## config.mk

```make
export PLATFORM = sky130hd
export DESIGN_NAME = infix_to_postfix_converter
export DESIGN_NICKNAME = d
export VERILOG_FILES = /design/src/design/itp_pkg.sv /design/src/design/infix_to_postfix_converter.sv /design/src/design/itp_emit.sv
export SDC_FILE = /design/constraint.sdc
export NUM_CORES = 1
export LEC_CHECK = 0
export BUFFER_PORTS_ARGS = -buffer_cell sky130_fd_sc_hd__buf_2
export CAP_MARGIN = 40
export CORE_MARGIN = 1
export CORE_UTILIZATION = 40
export DETAILED_ROUTE_END_ITERATION = 12
export GPL_TIMING_DRIVEN = 0
export PLACE_DENSITY_LB_ADDON = 0.2
export SYNTH_ARGS = -nofsm -noshare
export SYNTH_HDL_FRONTEND = slang
export SYNTH_SLANG_ARGS = --single-unit
```

## constraint.sdc

```tcl
create_clock -name clk_i -period 3.6 [get_ports clk_i]
set_clock_uncertainty 0.15 [all_clocks]
set_input_delay 0.72 -clock clk_i [delete_from_list [all_inputs] [get_ports clk_i]]
set_output_delay 0.72 -clock clk_i [all_outputs]
set_load 0.02 [all_outputs]
```

## src/design/itp_pkg.sv

```systemverilog
package itp_pkg;

  // Operator codes as held on the stack
  localparam logic [2:0] OpLparen = 3'd0;
  localparam logic [2:0] OpAdd    = 3'd1;
  localparam logic [2:0] OpSub    = 3'd2;
  localparam logic [2:0] OpMul    = 3'd3;
  localparam logic [2:0] OpDiv    = 3'd4;
  localparam logic [2:0] OpMod    = 3'd5;
  localparam logic [2:0] OpPow    = 3'd6;

  localparam logic [7:0] ChLparen = 8'h28;
  localparam logic [7:0] ChRparen = 8'h29;
  localparam logic [7:0] ChDot    = 8'h2e;
  localparam logic [7:0] ChSpace  = 8'h20;

  // Results kept per input word; the rest are dropped
  localparam int unsigned MaxResults = 40;
  localparam int unsigned ResCntW    = 6;

  typedef struct packed {
    logic [7:0] in_char;
    logic       is_end;
  } in_word_t;

  typedef struct packed {
    logic [7:0] out_char;
    logic       char_valid;
    logic       expr_done;
    logic       overflow;
  } out_word_t;

  // Sequencer to output stage
  typedef struct packed {
    logic       push_v;
    logic [7:0] push_char;
    logic       close_v;
    logic       close_last;
    logic       close_ovf;
  } emit_req_t;

  function automatic logic [2:0] op_code(input logic [7:0] ch);
    logic [2:0] code;
    case (ch)
      8'h2b:   code = OpAdd;
      8'h2d:   code = OpSub;
      8'h2a:   code = OpMul;
      8'h2f:   code = OpDiv;
      8'h25:   code = OpMod;
      8'h5e:   code = OpPow;
      default: code = OpLparen;
    endcase
    return code;
  endfunction

  function automatic logic [7:0] op_char(input logic [2:0] code);
    logic [7:0] ch;
    case (code)
      OpLparen: ch = ChLparen;
      OpAdd:    ch = 8'h2b;
      OpSub:    ch = 8'h2d;
      OpMul:    ch = 8'h2a;
      OpDiv:    ch = 8'h2f;
      OpMod:    ch = 8'h25;
      OpPow:    ch = 8'h5e;
      default:  ch = ChSpace;
    endcase
    return ch;
  endfunction

  function automatic logic [1:0] op_prec(input logic [2:0] code);
    logic [1:0] p;
    case (code)
      OpAdd, OpSub:        p = 2'd1;
      OpMul, OpDiv, OpMod: p = 2'd2;
      OpPow:               p = 2'd3;
      default:             p = 2'd0;
    endcase
    return p;
  endfunction

endpackage

```

## src/design/infix_to_postfix_converter.sv

```systemverilog
// Channel | Dir | Handshake                | Word
// in      | in  | in_valid_i / in_ready_o  | itp_pkg::in_word_t  (in_char, is_end)
// out     | out | out_valid_o / out_ready_i| itp_pkg::out_word_t (out_char, char_valid,
//         |     |                          |   expr_done, overflow)
//
// One input word at a time: accept, classify, then for each popped operator a
// stack read, then the operator byte and a space, paced by the synchronous
// read of the operator stack memory and one output byte per cycle unless stalled.
// A final word adds a space after a trailing number, then an operator byte and a
// space per flushed operator, and drops each stray '(' silently.
// Reset clears the stack pointer, the number flag and the overflow flag.
// A stalled output holds the sequencer where it stands; no byte is lost.
module infix_to_postfix_converter #(
  parameter int unsigned STACK_DEPTH = 16
) (
  input  logic                clk_i,
  input  logic                rst_ni,
  input  logic                in_valid_i,
  output logic                in_ready_o,
  input  itp_pkg::in_word_t   in_word_i,
  output logic                out_valid_o,
  input  logic                out_ready_i,
  output itp_pkg::out_word_t  out_word_o
);

  localparam int unsigned AW = $clog2(STACK_DEPTH);
  localparam int unsigned CW = $clog2(STACK_DEPTH + 1);

  // One-hot sequencer
  typedef enum logic [6:0] {
    S_IDLE   = 7'b0000001,  // wait for a word
    S_CLASS  = 7'b0000010,  // classify the byte, end any pending number
    S_POPCHK = 7'b0000100,  // stack top is in, decide pop or stop
    S_POPSP  = 7'b0001000,  // space after a popped operator
    S_END    = 7'b0010000,  // close the word, or drive the flush on the last one
    S_FLCHK  = 7'b0100000,  // flush: stack top is in
    S_FLSP   = 7'b1000000   // flush: space after an operator
  } state_e;

  state_e            state_q, state_d;
  logic [CW-1:0]     count_q, count_d;
  logic [CW-1:0]     count_m1;
  logic              in_num_q, in_num_d;
  logic              ovf_q, ovf_d;
  logic [7:0]        char_q;
  logic              end_q;
  logic [2:0]        code_q;
  logic              is_close_q;

  // Operator stack: synchronous memory, one write and one read port
  logic [2:0]        stack_mem [STACK_DEPTH];
  logic              rd_en, wr_en;
  logic [AW-1:0]     rd_addr, wr_addr;
  logic [2:0]        wr_data;
  logic [2:0]        top_q;

  itp_pkg::emit_req_t req;
  logic               push_ok, close_ok;
  logic               is_num, pop_cond;

  assign count_m1 = count_q - CW'(1);
  assign rd_addr  = count_m1[AW-1:0];
  assign wr_addr  = count_q[AW-1:0];

  assign is_num   = ((char_q >= 8'h30) && (char_q <= 8'h39)) || (char_q == itp_pkg::ChDot);
  assign pop_cond = is_close_q ? (top_q != itp_pkg::OpLparen)
                               : (itp_pkg::op_prec(top_q) >= itp_pkg::op_prec(code_q));

  // A push is only ever read back after its write has landed, as the
  // read of the top is issued from a later state; no forwarding is needed.
  always_comb begin
    state_d = state_q;
    count_d = count_q;
    in_num_d = in_num_q;
    ovf_d   = ovf_q;
    rd_en   = 1'b0;
    wr_en   = 1'b0;
    wr_data = code_q;
    req     = '0;

    case (state_q)
      S_IDLE: begin
        if (in_valid_i) begin
          state_d = S_CLASS;
        end
      end

      S_CLASS: begin
        if (is_num) begin
          // copy digit or dot straight through
          req.push_v    = 1'b1;
          req.push_char = char_q;
          if (push_ok) begin
            in_num_d = 1'b1;
            state_d  = S_END;
          end
        end else if (in_num_q) begin
          // terminate the pending number first
          req.push_v    = 1'b1;
          req.push_char = itp_pkg::ChSpace;
          if (push_ok) begin
            in_num_d = 1'b0;
          end
        end else if (char_q == itp_pkg::ChLparen) begin
          wr_data = itp_pkg::OpLparen;
          if (count_q == CW'(STACK_DEPTH)) begin
            ovf_d = 1'b1;
          end else begin
            wr_en   = 1'b1;
            count_d = count_q + CW'(1);
          end
          state_d = S_END;
        end else if (is_close_q || (code_q != itp_pkg::OpLparen)) begin
          if (count_q != '0) begin
            rd_en   = 1'b1;
            state_d = S_POPCHK;
          end else begin
            if (!is_close_q) begin
              wr_en   = 1'b1;
              count_d = count_q + CW'(1);
            end
            state_d = S_END;
          end
        end else begin
          state_d = S_END;
        end
      end

      S_POPCHK: begin
        if (pop_cond) begin
          req.push_v    = 1'b1;
          req.push_char = itp_pkg::op_char(top_q);
          if (push_ok) begin
            count_d = count_m1;
            state_d = S_POPSP;
          end
        end else begin
          if (is_close_q) begin
            // drop the matching bracket
            count_d = count_m1;
          end else if (count_q == CW'(STACK_DEPTH)) begin
            ovf_d = 1'b1;
          end else begin
            wr_en   = 1'b1;
            count_d = count_q + CW'(1);
          end
          state_d = S_END;
        end
      end

      S_POPSP: begin
        req.push_v    = 1'b1;
        req.push_char = itp_pkg::ChSpace;
        if (push_ok) begin
          if (count_q != '0) begin
            rd_en   = 1'b1;
            state_d = S_POPCHK;
          end else begin
            // stack empty: the pops cannot have left it full
            if (!is_close_q) begin
              wr_en   = 1'b1;
              count_d = count_q + CW'(1);
            end
            state_d = S_END;
          end
        end
      end

      S_END: begin
        if (!end_q) begin
          req.close_v = 1'b1;
          if (close_ok) begin
            state_d = S_IDLE;
          end
        end else if (in_num_q) begin
          req.push_v    = 1'b1;
          req.push_char = itp_pkg::ChSpace;
          if (push_ok) begin
            in_num_d = 1'b0;
          end
        end else if (count_q != '0) begin
          rd_en   = 1'b1;
          state_d = S_FLCHK;
        end else begin
          req.close_v    = 1'b1;
          req.close_last = 1'b1;
          req.close_ovf  = ovf_q;
          if (close_ok) begin
            ovf_d   = 1'b0;
            state_d = S_IDLE;
          end
        end
      end

      S_FLCHK: begin
        if (top_q != itp_pkg::OpLparen) begin
          req.push_v    = 1'b1;
          req.push_char = itp_pkg::op_char(top_q);
          if (push_ok) begin
            count_d = count_m1;
            state_d = S_FLSP;
          end
        end else begin
          // unmatched bracket: discard silently
          count_d = count_m1;
          state_d = S_END;
        end
      end

      S_FLSP: begin
        req.push_v    = 1'b1;
        req.push_char = itp_pkg::ChSpace;
        if (push_ok) begin
          state_d = S_END;
        end
      end

      default: begin
        state_d = S_IDLE;
      end
    endcase
  end

  always_ff @(posedge clk_i or negedge rst_ni) begin
    if (!rst_ni) begin
      state_q  <= S_IDLE;
      count_q  <= '0;
      in_num_q <= 1'b0;
      ovf_q    <= 1'b0;
    end else begin
      state_q  <= state_d;
      count_q  <= count_d;
      in_num_q <= in_num_d;
      ovf_q    <= ovf_d;
    end
  end

  // Latch the accepted word and its decode
  always_ff @(posedge clk_i) begin
    if (in_valid_i && in_ready_o) begin
      char_q     <= in_word_i.in_char;
      end_q      <= in_word_i.is_end;
      code_q     <= itp_pkg::op_code(in_word_i.in_char);
      is_close_q <= (in_word_i.in_char == itp_pkg::ChRparen);
    end
  end

  always_ff @(posedge clk_i) begin
    if (wr_en) begin
      stack_mem[wr_addr] <= wr_data;
    end
    if (rd_en) begin
      top_q <= stack_mem[rd_addr];
    end
  end

  assign in_ready_o = (state_q == S_IDLE);

  itp_emit u_emit (
    .clk_i       (clk_i),
    .rst_ni      (rst_ni),
    .req_i       (req),
    .push_ok_o   (push_ok),
    .close_ok_o  (close_ok),
    .out_valid_o (out_valid_o),
    .out_ready_i (out_ready_i),
    .out_word_o  (out_word_o)
  );

endmodule

```

## src/design/itp_emit.sv

```systemverilog
module itp_emit (
  input  logic                 clk_i,
  input  logic                 rst_ni,
  input  itp_pkg::emit_req_t   req_i,
  output logic                 push_ok_o,
  output logic                 close_ok_o,
  output logic                 out_valid_o,
  input  logic                 out_ready_i,
  output itp_pkg::out_word_t   out_word_o
);

  logic                         pend_v_q, pend_v_d;
  logic [7:0]                   pend_char_q, pend_char_d;
  logic [itp_pkg::ResCntW-1:0]  cnt_q, cnt_d;
  logic                         out_v_q, out_v_d;
  itp_pkg::out_word_t           out_q, out_d;
  logic                         out_free, drop, move;

  assign out_free   = !out_v_q || out_ready_i;
  assign drop       = cnt_q >= itp_pkg::ResCntW'(itp_pkg::MaxResults);
  assign push_ok_o  = drop || !pend_v_q || out_free;
  assign close_ok_o = out_free || (!pend_v_q && !req_i.close_last);

  // Hold the newest byte back until it is known whether it closes the expression
  always_comb begin
    pend_v_d    = pend_v_q;
    pend_char_d = pend_char_q;
    cnt_d       = cnt_q;
    move        = 1'b0;
    out_d       = out_q;
    if (req_i.push_v && !drop && push_ok_o) begin
      if (pend_v_q) begin
        move  = 1'b1;
        out_d = '{out_char: pend_char_q, char_valid: 1'b1, expr_done: 1'b0, overflow: 1'b0};
      end
      pend_v_d    = 1'b1;
      pend_char_d = req_i.push_char;
      cnt_d       = cnt_q + itp_pkg::ResCntW'(1);
    end
    if (req_i.close_v && close_ok_o) begin
      cnt_d    = '0;
      pend_v_d = 1'b0;
      if (req_i.close_last) begin
        move  = 1'b1;
        out_d = '{out_char:   pend_v_q ? pend_char_q : 8'h00,
                  char_valid: pend_v_q,
                  expr_done:  1'b1,
                  overflow:   req_i.close_ovf};
      end else if (pend_v_q) begin
        move  = 1'b1;
        out_d = '{out_char: pend_char_q, char_valid: 1'b1, expr_done: 1'b0, overflow: 1'b0};
      end
    end
    if (move) begin
      out_v_d = 1'b1;
    end else if (out_ready_i) begin
      out_v_d = 1'b0;
    end else begin
      out_v_d = out_v_q;
    end
  end

  always_ff @(posedge clk_i or negedge rst_ni) begin
    if (!rst_ni) begin
      pend_v_q <= 1'b0;
      cnt_q    <= '0;
      out_v_q  <= 1'b0;
    end else begin
      pend_v_q <= pend_v_d;
      cnt_q    <= cnt_d;
      out_v_q  <= out_v_d;
    end
  end

  always_ff @(posedge clk_i) begin
    pend_char_q <= pend_char_d;
    out_q       <= out_d;
  end

  assign out_valid_o = out_v_q;
  assign out_word_o  = out_q;

endmodule

```

; ---- After elaboration in Yosys (flattened, before gate mapping)
; Memory sizes are Yosys's and may differ from the RTL's. A register that Yosys moved wholly into a read port is not among the register bits.
; Index checks and enable logic that the tools add are counted.
[totals]
ram_bits = 48
in_bits = 13
reg_bits = 54
rom_bits = 0
latchBits = 0
wordCells = 210
memories = 1
output_inout_bits = 13
[mem_list]
columns = name, words, word_bits, rd, rd_clocked_by_memory_dff, wr, line_no
row1 = stack_mem, 16, 3, 1, 1, 1, infix_to_postfix_converter.sv:51  ; logic [2:0] stack_mem [STACK_DEPTH];
[op_classes]
add_sub_neg = 3
n_reduce_logical = 34
n_shift = 0
n_mul = 0
n_mux = 106
eq_ne = 46
div = 0
n_bitwise = 0
order_cmp = 4
[ops]
columns = operator, count
row1 = two-way mux 7 bit, 14
row2 = case mux 7 bit (7 select lines), 2
row3 = two-way mux 5 bit, 14
row4 = "== test 8 x 6 -> 1 bit, second input constant", 8
row5 = two-way mux 11 bit, 5
row6 = two-way mux 1 bit, 46
row7 = two-way mux 9 bit, 5
row8 = case mux 9 bit (5 select lines), 1
row9 = two-way mux 3 bit, 7
row10 = case mux 5 bit (4 select lines), 1
row11 = "== test 3 bit, second input constant", 6
row12 = "inequality test 2 bit, second input constant", 9
row13 = case mux 3 bit (6 select lines), 1
row14 = "== test 3 x 2 -> 1 bit, second input constant", 4
row15 = two-way mux 6 bit, 2
row16 = case mux 2 bit (3 select lines), 2
row17 = AND reduction 10 bit, 1
row18 = "inequality test 3 x 2 -> 1 bit, second input constant", 3
row19 = "inequality test 3 bit, second input constant", 3
row20 = case mux 1 bit (3 select lines), 3
row21 = nonzero test 3 bit, 3
row22 = "== test 8 x 7 -> 1 bit, second input constant", 1
row23 = ">= comparator 8 x 6 -> 1 bit, second input constant", 1
row24 = "less-or-equal comparator 8 x 6 -> 1 bit, second input constant", 1
row25 = other kinds (30), 50

; ---- Longest topological paths before layout
[depth]
ltp_word = 14
ltp_mapped = 11
depth_no_buf = 11

; ---- Cells and area by module
; Synthesis repeated with hierarchy kept, for this count alone.
[hier_totals]
hier_cells = 486
hier_area_um2 = 5667.9
[modules_own_cells]
columns = module, area_per_inst_um2, instances, seq_area_each_um2, cells_per_inst
row1 = infix_to_postfix_converter, 4389.2, 1, 2273.4, 385
row2 = itp_emit, 1278.7, 1, 770.7, 101

; ---- Worst setup path before layout
; Ideal clock, no wire load.
[synth_timing]
path_kind = register to register
start = register top_q[0], read port of stack_mem
end = register with a tool-made name
setup_ns = 0.257
setup_slack_ns = 0.282
arrival_time_ns = 2.911
required_ns = 3.193
stages_incl_launch_ff = 12
path_buffers = 1
synth_period_minus_slack_ns = 3.318
cell_sequence = edfxtp_1 clkbuf_1 nor2_1 a21oi_1 ha_1 nand2b_1 a211oi_1 o31ai_1 or3b_2 a21oi_1 inv_1 a32o_1
[synth_lines]
columns = element, line_no
row1 = "start, declared", infix_to_postfix_converter.sv:55  ; logic [2:0] top_q;

; ---- Final worst setup path
[layout_timing]
start = register count_q[0]
end = register state_q[4]
[layout_between]
elab_chain_len = 13
elab_cells_between_ends = 19
cone_classes = mux (15) / reduce/logical (4)
[layout_lines]
columns = element, line_no
row1 = "start, declared", infix_to_postfix_converter.sv:41  ; logic [CW-1:0] count_q, count_d;
row2 = "start signal, assigned", infix_to_postfix_converter.sv:232  ; count_q <= count_d;
row3 = nonzero test 5 bit *, "infix_to_postfix_converter.sv:114, infix_to_postfix_converter.sv:155, infix_to_postfix_converter.sv:181"
row4 = two-way mux 3 bit, infix_to_postfix_converter.sv:181  ; end else if (count_q != '0) begin
row5 = two-way mux 3 bit, infix_to_postfix_converter.sv:175  ; end else if (in_num_q) begin
row6 = two-way mux 2 bit, infix_to_postfix_converter.sv:170  ; if (!end_q) begin
row7 = two-way mux 3 bit, infix_to_postfix_converter.sv:81  ; case (state_q)
row8 = logical NOT 1 bit, itp_emit.sv:22  ; assign close_ok_o = out_free || (!pend_v_q && !req_i.close_last);
row9 = logical AND 1 bit, itp_emit.sv:22
row10 = logical OR 1 bit, itp_emit.sv:22
row11 = two-way mux 7 bit, -
row12 = two-way mux 7 bit, infix_to_postfix_converter.sv:181
row13 = two-way mux 7 bit, infix_to_postfix_converter.sv:175
row14 = two-way mux 7 bit, infix_to_postfix_converter.sv:170
row15 = case mux 7 bit (7 select lines) *, infix_to_postfix_converter.sv:81
row16 = "end signal, assigned", infix_to_postfix_converter.sv:231  ; state_q <= state_d;
row17 = "end, declared", infix_to_postfix_converter.sv:40  ; state_e state_q, state_d;
; Mark *: on every way between the ends. The rest lies on a longest branch, timed or not. The select of a mux whose other input is x is not followed.
; A chain may end at the register's enable or synchronous reset.

==> results.json <==
{
  "status": "complete, no violations",
  "synthArstFlopShare_pct": 21.0,
  "setup_viol": 0,
  "ys_top_cells_by_count": "edfxtp_1 (83), nor2_1 (40), nand2_1 (36)",
  "slew_violations": 0,
  "crit_path_start_kind": "flop",
  "vias_per_cell": 5.87,
  "dieArea_um2": 14400,
  "cts_inserted_buffers": 9,
  "drive_gt1_share_pct": 16.6,
  "worstPathArrival_ps": 3580,
  "first_pass_iters": 5,
  "power_leakage_nw": 2.28,
  "grt_usage_pct": 19.6,
  "grt_remaining_overflow": 0,
  "initial_core_util_pct": 41.6,
  "clk_latency_ps": 360,
  "ys_ff_latch": 105,
  "die_w_um": 120,
  "area_delta_synth_final_pct": 13.1,
  "drt_iter0_markers": 372,
  "hold_viol_final": 0,
  "fillers": 1253,
  "yosys.area.top_type": "edfxtp_1",
  "cts_hold_buf": 0,
  "peakVddDrop_v": 0.000462,
  "synth_edf_count": 83,
  "dp_hpwl_mm": 9.74,
  "ys_warn_count": 0,
  "required_ps": 3730,
  "cts_buffer_depth": 2,
  "hp-class": "in -> async",
  "ys_top_cells_by_area": "edfxtp_1 (45%), dfrtp_1 (9.4%), mux4_2 (6.1%), nor2_1 (2.7%), nand2_1 (2.4%)",
  "port_buffers": 25,
  "num_rows": 42,
  "place_inst": 681,
  "synth_top_flop_cell": "edfxtp_1",
  "synth_most_common_cell": "edfxtp_1",
  "grt_max_degree": 23,
  "core_area_um2": 13400,
  "gp_congestion": 0.873,
  "ys_types": 67,
  "fin_nets": 536,
  "max_freq_mhz": 290,
  "ios": 26,
  "fin_util_pct": 47.1,
  "worstMarginPinSlew_ps": 831,
  "grt_pass1_vias": 4021,
  "synth_nets": 497,
  "cts_tree": "built",
  "max-cap-violations": 0,
  "yosysTopAreaCellShare_pct": 44.7,
  "ant_nets": 0,
  "yosysSeqAreaShare_pct": 54.6,
  "crit_start": "count_q[0]",
  "r2r-start": "count_q[0]",
  "pwr_density_cell_nw_per_um2": 663,
  "num_vias": 4076,
  "synth_area_um2": 5580,
  "die_y_um": 120,
  "cts_root_buf": "clkbuf_16",
  "worst_hold_slack_ps": 193,
  "synthCells": 475,
  "r2r_slack_ps": 150,
  "clk_pin_slew_ps": 80,
  "diodes": 0,
  "fin_cells": 694,
  "routedWlPerCell_um": 18.9,
  "end_kind": "flop",
  "layout_min_cycle_time_ps": 3450,
  "antenna_found_initial": 0,
  "routed_wl_mm": 13.1,
  "cts_sinks": 105,
  "grt_pass1_wl_mm": 21.4,
  "rsz0062_at_grt": "false",
  "crit_type": "reg -> reg",
  "min_period_over_period_pct": 95.9,
  "drc": 0,
  "htreeDepth": 3,
  "crit_fanout": 13,
  "slew_headroom_pct": 44.6,
  "synth_area_per_cell_um2": 11.7
}
-- final timing paths --
kind | to | cells after the start
max | state_q[4] | 9
min | count_q[4] | 1
max reg2reg | state_q[4] | 9
min reg2reg | u_emit.cnt_q[5] | 2
max in group asynchronous | count_q[0] | 1
min in group clk_i | u_emit.cnt_q[5] | 2
-- power breakdown --
group	switching, mW	total [mW]	internal [mW]
registers	0.129	1.61	1.48
logic	0.910	1.57	0.661
clock network	0.454	1.00	0.547
total	1.49	4.19	2.69
-- worst max-delay path, stage by stage, from the launching register on --
cell	delay, ps
dfrtp_2	530
inv_1	200
ha_1	290
or4b_2	610
clkbuf_1	280
nor3b_2	350
nor2_1	70
a2111oi_0	520
a2111oi_0	180
o21ai_0	180
-- cell usage in the layout, fill, tap and decap left out, types with 15 or more instances in the layout --
master	instances
nand2_1	36
o21ai_0	18
a21oi_1	16
dfrtp_1	20
nor2_1	37
and3_1	20
buf_2	28
mux4_2	15
nand3_1	19
edfxtp_1	83
-- final cells by class --
cell class | instances | area, um2 | area share [%]
flip-flops and latches | 105 | 3050 | 48.3
multi-input cells | 340 | 2460 | 38.9
clock buffers | 9 | 225 | 3.57
well taps | 176 | 220 | 3.49
repair buffers | 31 | 168 | 2.66
plain buffers | 16 | 78.8 | 1.25
clock inverters | 6 | 72.6 | 1.15
inverters | 11 | 43.8 | 0.694
-- through the flow --
stage	power (mW)	worst slack (ps)	TNS (ps)	instance area, um2
6_report	4.19	148	0	6310
5_1_grt	4.43	11.6	0	6310
4_1_cts	4.17	81.1	0	6280
3_5_place_dp	3.14	-343	-7970	5960
3_3_place_gp	3.12	-318	-6770	5920
2_1_floorplan	2.74	282	0	5580
-- logic make-up (layout without fill, tap and decap cells) --
logic type / count (synthesis) / in the layout / share of synthesized area [%]
buffers and inverters: 30 / 73 / 2.33
AND/OR/NAND/NOR: 194 / 194 / 19.0
adder cells (fa/ha/maj): 9 / 9 / 2.02
multiplexers: 22 / 22 / 7.36
XOR/XNOR: 10 / 10 / 1.57
flip-flops: 105 / 105 / 54.6
AO/OA/AOI/OAI: 104 / 104 / 13.1
other: 1 / 1 / 0.0672
-- per-layer routing --
layer / global-route usage (%) / vias to the layer above / wire length [um]
met2: 29.6 / 114 / 6080
met5: 0 / - / 0
met4: 6.72 / 0 / 268
met1: 27.3 / 2010 / 6080
li1: - / 1931 / -
met3: 5.13 / 21 / 701
-- timing repair --
action / CTS / global route
buffers inserted: 0 / 1
pin swaps: 0 / 1
endpoints found under the hold margin: 0 / 0
gates resized for setup: 7 / 9
setup endpoints to repair: 62 / 63
(Power assumes the default switching activity.)
